`src/bclf_pkg.sv`:
```
// ----------------------------------------------------------------------------
// bclf_pkg
// Shared constants, types and helpers for the button combo lock filter.
// ----------------------------------------------------------------------------
package bclf_pkg;

    localparam int NUM_BUTTONS  = 4;
    localparam int HOLD_WIDTH   = 16;
    localparam int BTN_INDEX_W  = 2;
    localparam int HOLD_TICKS_W = 16;
    localparam int COMBO_W      = 4;
    localparam int CFG_INDEX_W  = 1;
    localparam int CFG_DATA_W   = 16;

    localparam logic [COMBO_W-1:0] COMBO_RESET = COMBO_W'(9);

    // register indexes on the configuration port
    localparam logic [CFG_INDEX_W-1:0] CFG_HOLD_TICKS = 1'b0;
    localparam logic [CFG_INDEX_W-1:0] CFG_COMBO_MASK = 1'b1;

    localparam logic [63:0] HOLD_MAX64 = (64'd1 << HOLD_WIDTH) - 64'd1;

    typedef logic [NUM_BUTTONS-1:0] btn_mask_t;
    typedef logic [HOLD_WIDTH-1:0]  hold_cnt_t;

    typedef struct packed {
        logic                   action;
        logic [BTN_INDEX_W-1:0] btn_index;
        logic                   is_down;
        logic                   watchface_running;
    } bclf_item_t;

    typedef struct packed {
        logic swallow;
        logic locked;
        logic toggled;
        logic show_hint;
        logic reset_clicks;
        logic cancel_quit;
    } bclf_result_t;

    // hold time as loaded into the countdown, saturated for a narrow counter
    function automatic hold_cnt_t hold_load(input logic [HOLD_TICKS_W-1:0] ticks);
        logic [63:0] wide;
        wide = 64'(ticks);
        if (wide > HOLD_MAX64)
            wide = HOLD_MAX64;
        return hold_cnt_t'(wide);
    endfunction

    // combo mask restricted to the buttons that exist
    function automatic btn_mask_t combo_to_mask(input logic [COMBO_W-1:0] combo);
        logic [63:0] wide;
        wide = 64'(combo);
        return btn_mask_t'(wide);
    endfunction

endpackage

```
`src/bclf_core.sv`:
```
// ----------------------------------------------------------------------------
// bclf_core
// Lock state, button tracking, hold countdown and config registers; computes
// the result of one item and updates the state when the item is taken.
// ----------------------------------------------------------------------------
module bclf_core
    import bclf_pkg::*;
(
    input  logic                   clk,
    input  logic                   rst_n,
    input  logic                   cfg_we,
    input  logic [CFG_INDEX_W-1:0] cfg_index,
    input  logic [CFG_DATA_W-1:0]  cfg_data,
    input  logic                   go,
    input  bclf_item_t             item,
    output bclf_result_t           result
);

    logic [HOLD_TICKS_W-1:0] hold_ticks_reg;
    logic [COMBO_W-1:0]      combo_mask_reg;
    btn_mask_t               held_reg, held_next;
    btn_mask_t               delivered_reg, delivered_next;
    logic                    pending_reg, pending_next;
    logic                    consumed_reg, consumed_next;
    logic                    lock_reg, lock_next;
    hold_cnt_t               remain_reg, remain_next;
    logic                    running_reg, running_next;

    always_comb
    begin
        btn_mask_t bit_m;
        logic      combo_match;
        logic      done;
        logic      id_ok;

        held_next      = held_reg;
        delivered_next = delivered_reg;
        pending_next   = pending_reg;
        consumed_next  = consumed_reg;
        lock_next      = lock_reg;
        remain_next    = remain_reg;
        running_next   = running_reg;
        result         = '0;
        bit_m          = btn_mask_t'(1) << item.btn_index;
        combo_match    = 1'b0;
        done           = 1'b0;
        id_ok          = 32'(item.btn_index) < NUM_BUTTONS;

        if (item.action) begin
            if (running_reg) begin
                if (remain_reg != '0)
                    remain_next = remain_reg - hold_cnt_t'(1);
                if (remain_next == '0) begin
                    running_next = 1'b0;
                    if (pending_reg) begin
                        consumed_next  = 1'b1;
                        lock_next      = !lock_reg;
                        result.toggled = 1'b1;
                    end
                end
            end
        end else if (id_ok) begin
            held_next = item.is_down ? (held_reg | bit_m) : (held_reg & ~bit_m);
            if (held_next == '0)
                consumed_next = 1'b0;

            combo_match = (held_next == combo_to_mask(combo_mask_reg)) &&
                          !consumed_next && (hold_ticks_reg != '0);

            if (combo_match && !pending_reg) begin
                // combo completed: start countdown, swallow the completing event
                pending_next        = 1'b1;
                result.cancel_quit  = 1'b1;
                result.reset_clicks = !lock_reg && item.watchface_running;
                remain_next         = hold_load(hold_ticks_reg);
                running_next        = 1'b1;
                result.swallow      = 1'b1;
                done                = 1'b1;
            end else if (!combo_match && pending_reg) begin
                pending_next = 1'b0;
                running_next = 1'b0;
                remain_next  = '0;
            end

            if (!done) begin
                if (item.is_down) begin
                    if (lock_reg || pending_next) begin
                        result.show_hint = lock_reg && !pending_next;
                        result.swallow   = 1'b1;
                    end else begin
                        delivered_next = delivered_reg | bit_m;
                    end
                end else begin
                    result.swallow = (delivered_reg & bit_m) == '0;
                    delivered_next = delivered_reg & ~bit_m;
                end
            end
        end

        result.locked = lock_next;
    end

    always_ff @(posedge clk or negedge rst_n)
    begin
        if (!rst_n) begin
            hold_ticks_reg <= '0;
            combo_mask_reg <= COMBO_RESET;
            held_reg       <= '0;
            delivered_reg  <= '0;
            pending_reg    <= 1'b0;
            consumed_reg   <= 1'b0;
            lock_reg       <= 1'b0;
            remain_reg     <= '0;
            running_reg    <= 1'b0;
        end else begin
            if (cfg_we) begin
                case (cfg_index)
                    CFG_HOLD_TICKS: hold_ticks_reg <= cfg_data[HOLD_TICKS_W-1:0];
                    CFG_COMBO_MASK: combo_mask_reg <= cfg_data[COMBO_W-1:0];
                    default: ;
                endcase
            end
            if (go) begin
                held_reg      <= held_next;
                delivered_reg <= delivered_next;
                pending_reg   <= pending_next;
                consumed_reg  <= consumed_next;
                lock_reg      <= lock_next;
                remain_reg    <= remain_next;
                running_reg   <= running_next;
            end
        end
    end

endmodule

```
`src/button_combo_lock_filter.sv`:
```
// ----------------------------------------------------------------------------
// button_combo_lock_filter
// Button event filter with a hold-to-lock combo and tick-driven countdown.
// ----------------------------------------------------------------------------
// Takes one item (button event or timer tick) per clock while in_stall is
// low and returns exactly one result per item. An item is registered in the
// input register on acceptance, evaluated against the lock state when it
// advances and lands in the result register, so a new item can be taken
// while the last is still in flight; the only loop is the state update in
// the core. Input stall rises only while both the input and the result
// register hold an item and the result is stalled. cfg_ready is always high;
// write configuration only while no item is in flight.
module button_combo_lock_filter
    import bclf_pkg::*;
(
    input  logic                   clk,
    input  logic                   rst_n,
    input  logic                   in_valid,
    output logic                   in_stall,
    input  logic                   action,
    input  logic [BTN_INDEX_W-1:0] btn_index,
    input  logic                   is_down,
    input  logic                   watchface_running,
    output logic                   out_valid,
    input  logic                   out_stall,
    output logic                   swallow,
    output logic                   locked,
    output logic                   toggled,
    output logic                   show_hint,
    output logic                   reset_clicks,
    output logic                   cancel_quit,
    input  logic                   cfg_valid,
    output logic                   cfg_ready,
    input  logic [CFG_INDEX_W-1:0] cfg_index,
    input  logic [CFG_DATA_W-1:0]  cfg_data
);

    logic         in_vld_reg, in_vld_next;
    bclf_item_t   item_reg;
    logic         out_vld_reg, out_vld_next;
    bclf_result_t res_reg;
    bclf_result_t core_res;
    logic         out_free;
    logic         adv;
    logic         in_take;

    assign out_free    = !out_vld_reg || !out_stall;
    assign adv         = in_vld_reg && out_free;
    assign in_stall    = in_vld_reg && !out_free;
    assign in_take     = in_valid && !in_stall;
    assign in_vld_next = in_take || (in_vld_reg && !adv);
    assign out_vld_next = adv || (out_vld_reg && out_stall);
    assign cfg_ready   = 1'b1;

    bclf_core u_core (
        .clk       (clk),
        .rst_n     (rst_n),
        .cfg_we    (cfg_valid && cfg_ready),
        .cfg_index (cfg_index),
        .cfg_data  (cfg_data),
        .go        (adv),
        .item      (item_reg),
        .result    (core_res)
    );

    always_ff @(posedge clk or negedge rst_n)
    begin
        if (!rst_n) begin
            in_vld_reg  <= 1'b0;
            out_vld_reg <= 1'b0;
        end else begin
            in_vld_reg  <= in_vld_next;
            out_vld_reg <= out_vld_next;
        end
    end

    always_ff @(posedge clk)
    begin
        if (in_take)
            item_reg <= '{action: action, btn_index: btn_index,
                          is_down: is_down, watchface_running: watchface_running};
        if (adv)
            res_reg <= core_res;
    end

    assign out_valid    = out_vld_reg;
    assign swallow      = res_reg.swallow;
    assign locked       = res_reg.locked;
    assign toggled      = res_reg.toggled;
    assign show_hint    = res_reg.show_hint;
    assign reset_clicks = res_reg.reset_clicks;
    assign cancel_quit  = res_reg.cancel_quit;

endmodule

```
`config.mk`:
```
export PLATFORM = sky130hd
export DESIGN_NAME = button_combo_lock_filter
export DESIGN_NICKNAME = d
export VERILOG_FILES = /design/src/bclf_pkg.sv /design/src/bclf_core.sv /design/src/button_combo_lock_filter.sv
export SDC_FILE = /design/constraint.sdc
export NUM_CORES = 1
export LEC_CHECK = 0
export ABC_AREA = 1
export ABC_CLOCK_PERIOD_IN_PS = 5600
export BUFFER_PORTS_ARGS = -buffer_cell sky130_fd_sc_hd__buf_2
export CORE_UTILIZATION = 57
export CTS_CLUSTER_DIAMETER = 50
export CTS_CLUSTER_SIZE = 40
export DETAILED_ROUTE_END_ITERATION = 8
export PLACE_DENSITY = 0.74
export SYNTH_ARGS = -nofsm -noshare
export SYNTH_HDL_FRONTEND = slang
export SYNTH_SLANG_ARGS = --single-unit
```
`constraint.sdc`:
```
create_clock -name clk -period 5.6 [get_ports clk]
set_clock_uncertainty 0.1 [all_clocks]
set_input_delay 0.28 -clock clk [delete_from_list [all_inputs] [get_ports clk]]
set_output_delay 0.28 -clock clk [all_outputs]
set_load 0.005 [all_outputs]
```
======== Yosys cells after proc, flatten, opt, wreduce, memory -nomap -nowiden ========
Cells that the tools add are included.
storage, ports and cells
  register bits after elaboration ......... 61
  latch bits .............................. 0
  RAM bits ................................ 0
  bits in read-only memories .............. 0
  input bits .............................. 27
  memories ................................ 0
cells by class
  add/sub/neg operators ................... 1
  $mul .................................... 0
  div/mod/pow operators ................... 0
  order comparisons ....................... 0
  equality and inequality tests ........... 5
  shift operators ......................... 1
  multiplexer cells ....................... 35
  bitwise operators ....................... 12
  reductions and logical operators ........ 41
operator list
  operator                                                               number
  16-bit 2-to-1 mux                                                      7
  16-bit nonzero test                                                    2
  1-bit 2-to-1 mux                                                       25
  16-bit zero test                                                       1
  16-bit by 1-bit subtractor with 16-bit output (second input constant)  1
  4-bit bitwise AND                                                      3
  4-bit 2-to-1 mux                                                       3
  1-bit logical AND                                                      11
  1-bit zero test                                                        10
  4-bit zero test                                                        2
  4-bit OR                                                               2
  2-bit AND reduction                                                    4
  4-bit AND reduction                                                    2
  2-bit by 1-bit != test with 1-bit output (second input constant)       3
  1-bit NOT                                                              6
  3-bit AND reduction                                                    2
  4-bit equality test                                                    1
  1-bit logical OR                                                       4
  4-bit NOT                                                              1
  4-bit OR reduction                                                     1
  1-bit by 2-bit left shift with 4-bit output (first input constant)     1
  3-bit nonzero test                                                     1
  2-bit != test (second input constant)                                  1
  2-bit OR reduction                                                     1

======== Logic depth before layout (Yosys ltp) ========
Gate-level depths: netlist of run 1.
  depth after elaboration ................. 19
  gate-level depth with buffers ........... 16
  gate-level depth less buffers ........... 16

======== Cells and area by module ========
Synthesis of run 1 repeated with hierarchy kept, for this count alone.
second synthesis, totals
  cells, all modules ...................... 460
  area total of the unflattened synthesis .. 3492.1 sq um
modules (own cells, without submodules)
  module                    instances  cells an instance  area each (sq um)  sequential area each (sq um)
  bclf_core                 1          435                3055.4             1203.7
  button_combo_lock_filter  1          25                 436.7              380.4

======== Least setup slack after synthesis of run 1 ========
No wires, ideal clock.
  path kind ............................... reg2reg
  start ................................... reg u_core.remain_reg[0]
  end ..................................... reg res_reg, in the netlist locked (data pin)
  arrival time ............................ 1.732 ns
  slack ................................... 3.513 ns
  cell stages (with the launch flop) ...... 14
  path through ............................ dfrtp_1 -> inv_1 -> ha_1 -> nand2_1 -> nor2_1 -> nand2_2 -> buf_2 -> nand2_1 -> nand2_1 -> nor2_1 -> nand2_1 -> nor2_2 -> nand2_1 -> and2_1
between the ends
  word-level cells in the longest chain between the ends .. 8
  elaborated cells on any way between the ends .. 9
ends and longest elaborated chain
  what                                                                                  line                              source
  start, declared                                                                       bclf_core.sv:26                   hold_cnt_t remain_reg, remain_next;
  start signal, assigned                                                                bclf_core.sv:129                  remain_reg <= remain_next;
  16-bit by 1-bit subtractor with 16-bit output or 16-bit nonzero test (tied branches)  bclf_core.sv:52, bclf_core.sv:51
  16-bit 2-to-1 mux *                                                                   bclf_core.sv:51                   if (remain_reg != '0)
  16-bit 2-to-1 mux *                                                                   bclf_core.sv:50                   if (running_reg) begin
  16-bit 2-to-1 mux *                                                                   bclf_core.sv:49                   if (item.action) begin
  16-bit zero test *                                                                    bclf_core.sv:53                   if (remain_next == '0) begin
  1-bit 2-to-1 mux *                                                                    bclf_core.sv:53
  1-bit 2-to-1 mux *                                                                    bclf_core.sv:50
  1-bit 2-to-1 mux *                                                                    bclf_core.sv:49
  via u_core.lock_next                                                                  bclf_core.sv:25                   logic lock_reg, lock_next;
  end signal, assigned                                                                  button_combo_lock_filter.sv:83    res_reg <= core_res;
  end, declared                                                                         button_combo_lock_filter.sv:41    bclf_result_t res_reg;
Mark *: on every way through the listed nets, which the timed path passes. The rest lies on a longest branch. The select of a mux whose other input is x is not followed.
A chain may end at the register's enable or synchronous reset.

==> results of run 1 <==
## layout make-up
cell class              instances  area, sq um
clock buffers                   9          124
well taps                      75         93.8
fillers                       530         1940
flip-flops and latches         61         1580
repair buffers                 39          218
clock inverters                 7         90.1
multi-input cells             367         1830
inverters                      56          218
## through the flow
stage | cell area [sq um] | total power [W] | hold WS (ns)
2_1_floorplan | 3700 | 0.00151 | -0.116
3_3_place_gp | 3900 | 0.00170 | 0.333
3_5_place_dp | 3900 | 0.00171 | 0.339
4_1_cts | 4140 | 0.00215 | 0.00268
5_1_grt | 4150 | 0.00236 | 0.00357
6_report | 4150 | 0.00216 | 0.0154
## metal layers
| metal | part of all wire | track usage |
|---|---|---|
| met5 | 0 | 0 |
| met4 | 0.013 | 0.0966 |
| met3 | 0.052 | 0.0527 |
| met2 | 0.43 | 0.391 |
| met1 | 0.50 | 0.389 |
## final timing paths
| check | cells after the start | start | slack [ns] | end |
|---|---|---|---|---|
| worst min-delay path | 1 | btn_index[0] | 0.02 | item_reg[2]$_DFFE_PP_ |
| min in group asynchronous | 3 | rst_n | 0.48 | u_core.remain_reg[11]$_DFFE_PN0P_ |
| max in group asynchronous | 3 | rst_n | 4.49 | u_core.hold_ticks_reg[2]$_DFFE_PN0P_ |
| worst max register to register | 8 | out_valid$_DFF_PN0_ | 3.12 | register |
| worst min register to register | 2 | in_vld_reg$_DFF_PN0_ | 0.37 | out_valid$_DFF_PN0_ |
| worst max-delay path | 8 | out_valid$_DFF_PN0_ | 3.12 | register |
## logic make-up after synthesis
logic type / synth area share
AO/OA/AOI/OAI: 0.0862
XOR/XNOR: 0.00947
adder cells (fa/ha/maj): 0.00676
buffers and inverters: 0.0785
flip-flops: 0.428
multiplexers: 0.0365
other: 0.00101
AND/OR/NAND/NOR: 0.353
## cells in the final DEF, fill, tap and decap left out, drive strengths merged, types with 2 or more instances in the layout
| master | instances |
|---|---|
| o21ai | 43 |
| ha | 2 |
| inv | 56 |
| dfstp | 2 |
| a21boi | 2 |
| xor2 | 4 |
| nand4 | 5 |
| clkinv | 4 |
| bufinv | 2 |
| clkbuf | 9 |
| nand2 | 195 |
| a21oi | 2 |
| nand3 | 41 |
| buf | 35 |
| mux2 | 12 |
| nor2 | 55 |
| dfrtp | 48 |
| edfxtp | 11 |
| dlygate4sd3 | 4 |
## where the power goes
part	internal, W	leakage [nW]	switching (W)
logic	0.000362	1.32	0.000709
clock network	0.000248	0.107	0.000182
registers	0.000564	0.735	0.0000947
==> results, run 1 <==
- The hold violation total from the final report is 0.
- After synthesis, the netlist uses 37 different library cells.
- Of the post-synthesis cell area, the dominant cell type holds 0.325.
- The proportion of synthesized flip-flops having asynchronous set or reset is 0.820.
- In this run the deepest clock path goes through 2 buffers.
- The setup violation total in the final timing report is 0.
- The detailed router finished its first iteration with 237 violations.
- The floorplan core area is a little over 6000 sq um.
- The clock-pin slew reported for the worst setup and hold paths after clock tree synthesis is 0.07 ns.
- The number of hold buffers added after CTS is 3.
- The worst path in the final design needs a cycle of ~2.5 ns, including I/O delays and setup.
- Counting every sink on the clock net gives 61.
- Among cell families on the critical path, the largest total delay comes from simple AND/OR/NAND/NOR gates.
- The count of instances resized after the clock tree is built is 0.
- STA classifies the critical path startpoint as a register.
- The flip-flop and latch count after synthesis is just over 60.
- The worst slew margin relative to its limit is 0.437.
- The average wire per cell in the routed design is approximately 13 um.
- The most used flip-flop cell after synthesis is sky130_fd_sc_hd__dfrtp_1.
- At the placement stage, the worst setup path has a slack of ~3.2 ns.
- In this run the number of H-tree levels came out at 3.
- Among all stages on the critical path, the largest delay is contributed by sky130_fd_sc_hd__nor2_1.
- The count of nets left with antenna violations once routing finished came out at 0.
- Setup slack on the critical path of the routed design comes to around 3.1 ns.
- The cell area power density is 520 nW/um^2.
- The cell at the root of the clock tree is sky130_fd_sc_hd__clkbuf_8.
- For this run, the post-layout net count is ~560.
- The run finished with clean final reports.
- Summed over all failing endpoints, the final setup total negative slack is 0 ns.
- The count of pins over their slew limit came to 0.
- The cell area that synthesis handed to floorplanning was roughly 3700 sq um.
- In this run the worst hold path is classified as primary input to register.
- The die is about 83 um tall.
- At the worst endpoint, the required time is ~5.7 ns.
- Max-cap violations in this run came to 0.
- The number of antenna violations at the first check in global routing is 0.
- The transition time at the pin with the least slew margin is between 0.8 and 0.9 ns.
- For this run, the total global-route usage over all layers was measured as 0.266.
- The Yosys step of the flow raised 0 warnings.
- The starting density of the core is 0.607.
- Ranked by total cell area, the synthesized netlist is headed by sky130_fd_sc_hd__dfrtp_1, sky130_fd_sc_hd__nand2_1, sky130_fd_sc_hd__edfxtp_1, sky130_fd_sc_hd__inv_1, sky130_fd_sc_hd__nand3_1.
- The wire length reported by the detailed router is 7.79 mm.
- The number of diodes is 0.
- The later-pin clock latency in the skew report is 0.35 ns.
- The final cell utilization of the core is 0.681.
- Across the VDD grid, the largest voltage drop is 0.331 mV.
- In this run the tool buffered the top-level ports with 34 buffer cells.
- The worst-path maximum fanout is 15.
- Row generation in the floorplan step produced 28 rows.
- The die covers 6820 sq um.
- Setup repair after global routing left no endpoint under its margin.
- The wire length of the first global-routing pass is between 10 and 15 mm.
- For this run the aggregate overflow at the end of global routing stands at 0.
- The via count of the first global-routing pass is a little under 3k.
- The synthesis-to-layout area growth is 12.2%.
- The share of post-route cells with drive strength above 1 is 0.212.
- The total number of vias is approximately 3.3k.
- For this run, the top clock speed supported by timing is between 0.4 and 0.5 GHz.
- The first TritonRoute pass finished after 5 iterations.
- The leading cell type by number of instances after synthesis is sky130_fd_sc_hd__nand2_1.
- The die is 82.6 um wide.
- When the netlist entered floorplanning its net count stood at ~520.
- Pin placement for this block handled 36 I/O pins.
- The count of placed standard cells including taps is ~590.
- The remaining routing DRC violations is 0.
- TritonCTS built the clock tree.
- The worst setup path is of the register to register kind.
- The commonest cells after synthesis are sky130_fd_sc_hd__nand2_1, sky130_fd_sc_hd__inv_1, sky130_fd_sc_hd__dfrtp_1, sky130_fd_sc_hd__nor2_1, sky130_fd_sc_hd__nand3_1.
- The pin count of the biggest net entering global routing is between 50 and 60.
- The gate count of the mapped netlist is about 500.
- Post-CTS timing repair inserted 0 buffers for setup.
- The mean cell area of the mapped netlist is ~7.5 sq um.
- The routability-driven placement congestion ratio is around 0.9.
- Buffers inserted during clock tree synthesis total 9.
- On the worst path, the slowest cell contributes a delay of about 0.67 ns.
- The via-per-instance ratio is 5.30.
- The signal on the critical path passes through nand2_1, inv_1, nor2_1, inv_1, nor2_1, nand4_1, nand2_1, o21ai_1.
- The post-route non-filler standard cell count is ~600.
- The portion of the post-synthesis area used by sequential elements is 0.428.
- The leakage component of the power is 2.16 nW.
- The number of enable-type register cells in the synthesized netlist is 11.
- The worst setup path is captured at a register.
- The arrival time of data at the critical path endpoint is approximately 2.6 ns.
- Summed over all nets, the half-perimeter wirelength after detailed placement is about 5.7 mm.
- Counting both buffers and inverters, the worst setup path holds a total of 2.
- The synthesized design spends more area on one cell type than any other, namely sky130_fd_sc_hd__dfrtp_1.
- In the finished design, the share of the clock period the worst path needs comes to 0.443.
Power figures use the tool's default switching activity.
==> inputs of run 2 (changes only) <==
--- a/config.mk
+++ b/config.mk
@@ -6,9 +6,9 @@
 export NUM_CORES = 1
 export LEC_CHECK = 0
 export ABC_AREA = 1
-export ABC_CLOCK_PERIOD_IN_PS = 5600
+export ABC_CLOCK_PERIOD_IN_PS = 2100
 export BUFFER_PORTS_ARGS = -buffer_cell sky130_fd_sc_hd__buf_2
-export CORE_UTILIZATION = 57
+export CORE_UTILIZATION = 54
 export CTS_CLUSTER_DIAMETER = 50
 export CTS_CLUSTER_SIZE = 40
 export DETAILED_ROUTE_END_ITERATION = 8
==> constraint.sdc (replaced) <==
create_clock -name clk -period 2.1 [get_ports clk]
set_clock_uncertainty 0.1 [all_clocks]
set_input_delay 0.105 -clock clk [delete_from_list [all_inputs] [get_ports clk]]
set_output_delay 0.105 -clock clk [all_outputs]
set_load 0.005 [all_outputs]
==> run 2 against run 1 <==
  * The run now ends with negative setup slack left
  * Sequential power rose to 2.7 times the previous value
  * Clock power grew 120%
  * Die area up 5.4%
  * Cell count increased by 14%
  * Hold slack better by 0.056 ns
  * First-iteration DRC count grew 40%
  * Largest cell class unchanged
==> results, run 2 (synthesis gave the netlist of run 1 again) <==
- The internal power is 0.00411 W (+250%).
- The switching share of power was 0.480 (+0.0232).
- The hold violation total from the final report is 0 (unchanged).
- The share of post-route cells with drive strength above 1 is 0.415 (+0.203).
- The overall fraction of global-route tracks in use is 0.279 (+0.0129).
- The leakage component of the power is 2.60 nW (+20%).
- Leaving out fill and tap cells, the most frequent cells in the layout are sky130_fd_sc_hd__nand2_1, sky130_fd_sc_hd__nand2_2, sky130_fd_sc_hd__buf_4.
- The endpoint identified for the worst register-to-register timing path is locked$_DFFE_PP_.
- The die span in y is 84.8 um (+2.7%).
- The time the final worst path needs with I/O delays and setup is 2.29 ns (-0.193 ns).
- The HPWL after detailed placement is 6.35 mm (+12%).
- The synthesis-to-layout area growth is 39.9%.
- The via count of the first global-routing pass came to 3492 (+19%).
- The arrival time of data at the critical path endpoint is 2.29 ns (-0.33 ns).
- The final sum of negative setup slack is -1.09 ns (-1.09 ns).
- The path category of the worst min-delay check is primary input to register.
- The checks that failed: negative setup slack.
- The clock network fraction of design power is 0.121 (-0.078).
- The cell area power density is 1530 nW/um^2 (+190%).
- The critical path starts at u_core.remain_reg[1]$_DFFE_PN0P_.
- The worst-path maximum fanout is 5 (-10).
- The total number of vias is 3759 (+16%).
- The total non-filler cell area in the finished layout was 5170 sq um (+25%).
- The later-pin clock latency in the skew report is 0.35 ns (about the same).
- The remaining global-route overflow is 0 (unchanged).
- The number of buffers added by the clock tree synthesis step is 9 (unchanged).
- The total power came to 0.00790 W (+270%).
- The max-capacitance violation count is 0 (unchanged).
- The number of diodes is 0 (unchanged).
- The critical path endpoint is locked$_DFFE_PP_.
- The category of the critical setup timing path is register to register.
- The tree is rooted in a sky130_fd_sc_hd__clkbuf_8.
- The count of H-tree levels built during CTS is 3 (unchanged).
- The number of nets in the final layout was 644 (+14%).
- The register share of total power is 0.225 (-0.080).
- The worst hold-check slack is 0.0712 ns (+0.0558 ns).
- Leaving out fill and tap cells, the most frequent cell in the layout is sky130_fd_sc_hd__nand2_1.
- The placed standard-cell area is 4190 sq um (+7.4%).
- The average wire per cell in the routed design came to 15.5 um (+22%).
- The transition time at the pin with the least slew margin is 0.683 ns (-0.161 ns).
- The starting density of the core was 0.570 (-0.0373).
- The peak supply drop is 0.721 mV (+120%).
- The number of optimization iterations in the first detailed-route pass came to 5 (unchanged).
- The boundary pin count is 36 (unchanged).
- The wire length reported by the detailed router is 10.8 mm (+39%).
- The fraction of power consumed by combinational cells is 0.654 (+0.158).
- The count of buffers inserted at the top-level ports is 34 (unchanged).
- The CTS tree is built.
- The number of antenna violations at the first check in global routing is 0 (unchanged).
- The worst stage delay on the critical path was 0.41 ns (-0.26 ns).
- The site row count was 29 (+3.6%).
- The overall die width is 84.8 um (+2.7%).
- The overall die area is 7190 sq um (+5.4%).
- Setup repair after global routing could not meet its margin everywhere.
- The maximum achievable frequency was 0.437 GHz (+8.4%).
- The ratio of final minimum period to clock period is 1.09 (+0.647).
- The internal reg-to-reg setup slack is -0.19 ns (-3.31 ns).
- The via-per-instance ratio came to 5.39 (+1.8%).
- The fill cell instance count of the final layout is 395 (-25%).
- The cell that appears most often on the critical path is sky130_fd_sc_hd__nand2_1.
- The pin count of the biggest net entering global routing is 51 (unchanged).
- On the critical path, the stage with the largest delay is an instance of sky130_fd_sc_hd__dfrtp_1.
- The worst setup path is captured at a register.
- The worst slew margin relative to its limit was 0.543 (+0.106).
- The worst path required time is 2.10 ns (-3.63 ns).
- The floorplan core area is 6490 sq um (+6.5%).
- The number of nets still failing antenna checks after routing is 0 (unchanged).
- The count of pins over their slew limit is 0 (unchanged).
- The net load switching power is 0.00379 W (+280%).
- The worst-case setup margin in the final layout is -0.190 ns (-3.31 ns).
- The number of sinks on the clock net is 61 (unchanged).
- The launching element type of the critical path is a register.
- Traced cell by cell, the critical path runs through inv_2, ha_4, nand2_8, o21ai_0, nand2_1, nand2_1, nand2_1, nor2_2, nand3b_1, nor2_2, nand2_1, and2_1.
- The initial DRC count is 332 (+40%).
- The flow ran to the end, but the final reports show violations.
- The setup violation total in the final timing report is 21 (+21).
- The wire length of the first global-routing pass is 15.7 mm (+17%).
- The worst-case reg-to-reg path depth came to 12 (+4).
- The clock-pin slew reported for the worst setup and hold paths after clock tree synthesis is 0.07 ns (about the same).
- The worst-case clock buffer depth came to 2 (unchanged).
- The remaining routing DRC violations is 0 (unchanged).
- The routability-driven placement congestion ratio is 0.996 (+8.4%).
- The worst register-to-register path begins at u_core.remain_reg[1]$_DFFE_PN0P_.
run 2: final cells by class:
| class | instances | area [sq um] | area share |
|---|---|---|---|
| tap | 77 | 96.3 | 0.0186 |
| multi-input combinational | 369 | 2190 | 0.424 |
| sequential | 61 | 1590 | 0.307 |
| clock inverter | 4 | 25.0 | 0.00484 |
| timing repair inverter | 2 | 20.0 | 0.00387 |
| inverter | 56 | 223 | 0.0430 |
| clock buffer | 12 | 145 | 0.0280 |
| timing repair buffer | 116 | 885 | 0.171 |
run 2: how the worst min path moves through the flow:
stage | startpoint | slack [ns] | cells past startpoint | to
2_1_floorplan | rst_n | -0.29 | 0 | asynchronous set/reset pin
3_3_place_gp | rst_n | 0.15 | 2 | u_core.remain_reg[11]$_DFFE_PN0P_
3_5_place_dp | rst_n | 0.16 | 2 | u_core.remain_reg[11]$_DFFE_PN0P_
4_1_cts | cfg_index | 0.06 | 3 | u_core.combo_mask_reg[3]$_DFFE_PN1P_
5_1_grt | cfg_index | 0.14 | 3 | u_core.combo_mask_reg[3]$_DFFE_PN1P_
6_report | cfg_index | 0.07 | 3 | u_core.combo_mask_reg[3]$_DFFE_PN1P_
run 2: layer usage:
| layer | GRT usage | wire, um | share of wire |
|---|---|---|---|
| met1 | 0.374 | 4740 | 0.44 |
| met2 | 0.452 | 5200 | 0.48 |
| met3 | 0.0688 | 649 | 0.060 |
| met4 | 0.0817 | 243 | 0.022 |
| met5 | 0 | 0 | 0 |
run 2: power by group through the flow:
stage	sequential [W]	clock [W]	combinational [W]
after detailed placement	0.00173	0	0.00339
final	0.00178	0.000952	0.00516
after global routing	0.00180	0.00100	0.00560
after global placement	0.00172	0	0.00332
after CTS	0.00173	0.000953	0.00391
after floorplan	0.00170	0	0.00232
run 2: critical path: cells and delay by family, from the launching register on:
family                   cells  cell delay (ns)
buffers and inverters        1             0.14
flip-flops                   1             0.41
AND/OR/NAND/NOR              9             1.03
AO/OA/AOI/OAI                1             0.18
adder cells (fa/ha/maj)      1             0.18
run 2: per-stage QoR:
step	util	std cells	setup slack, ns
5_1_grt	0.797	697	-0.216
3_3_place_gp	0.645	634	-0.0355
2_1_floorplan	-	495	0.0129
3_5_place_dp	0.645	634	-0.145
4_1_cts	0.726	684	-0.0171
6_report	0.797	697	-0.190
run 2: timing repair:
| action | CTS | global route |
|---|---|---|
| hold endpoints to repair | 75 | 0 |
| cloned | 2 | 2 |
| hold buffers | 24 | 0 |
| gates resized for setup | 19 | 103 |
| buffers inserted | 8 | 11 |
| endpoints found under the setup margin | 1 | 27 |
| pin swaps | 10 | 32 |
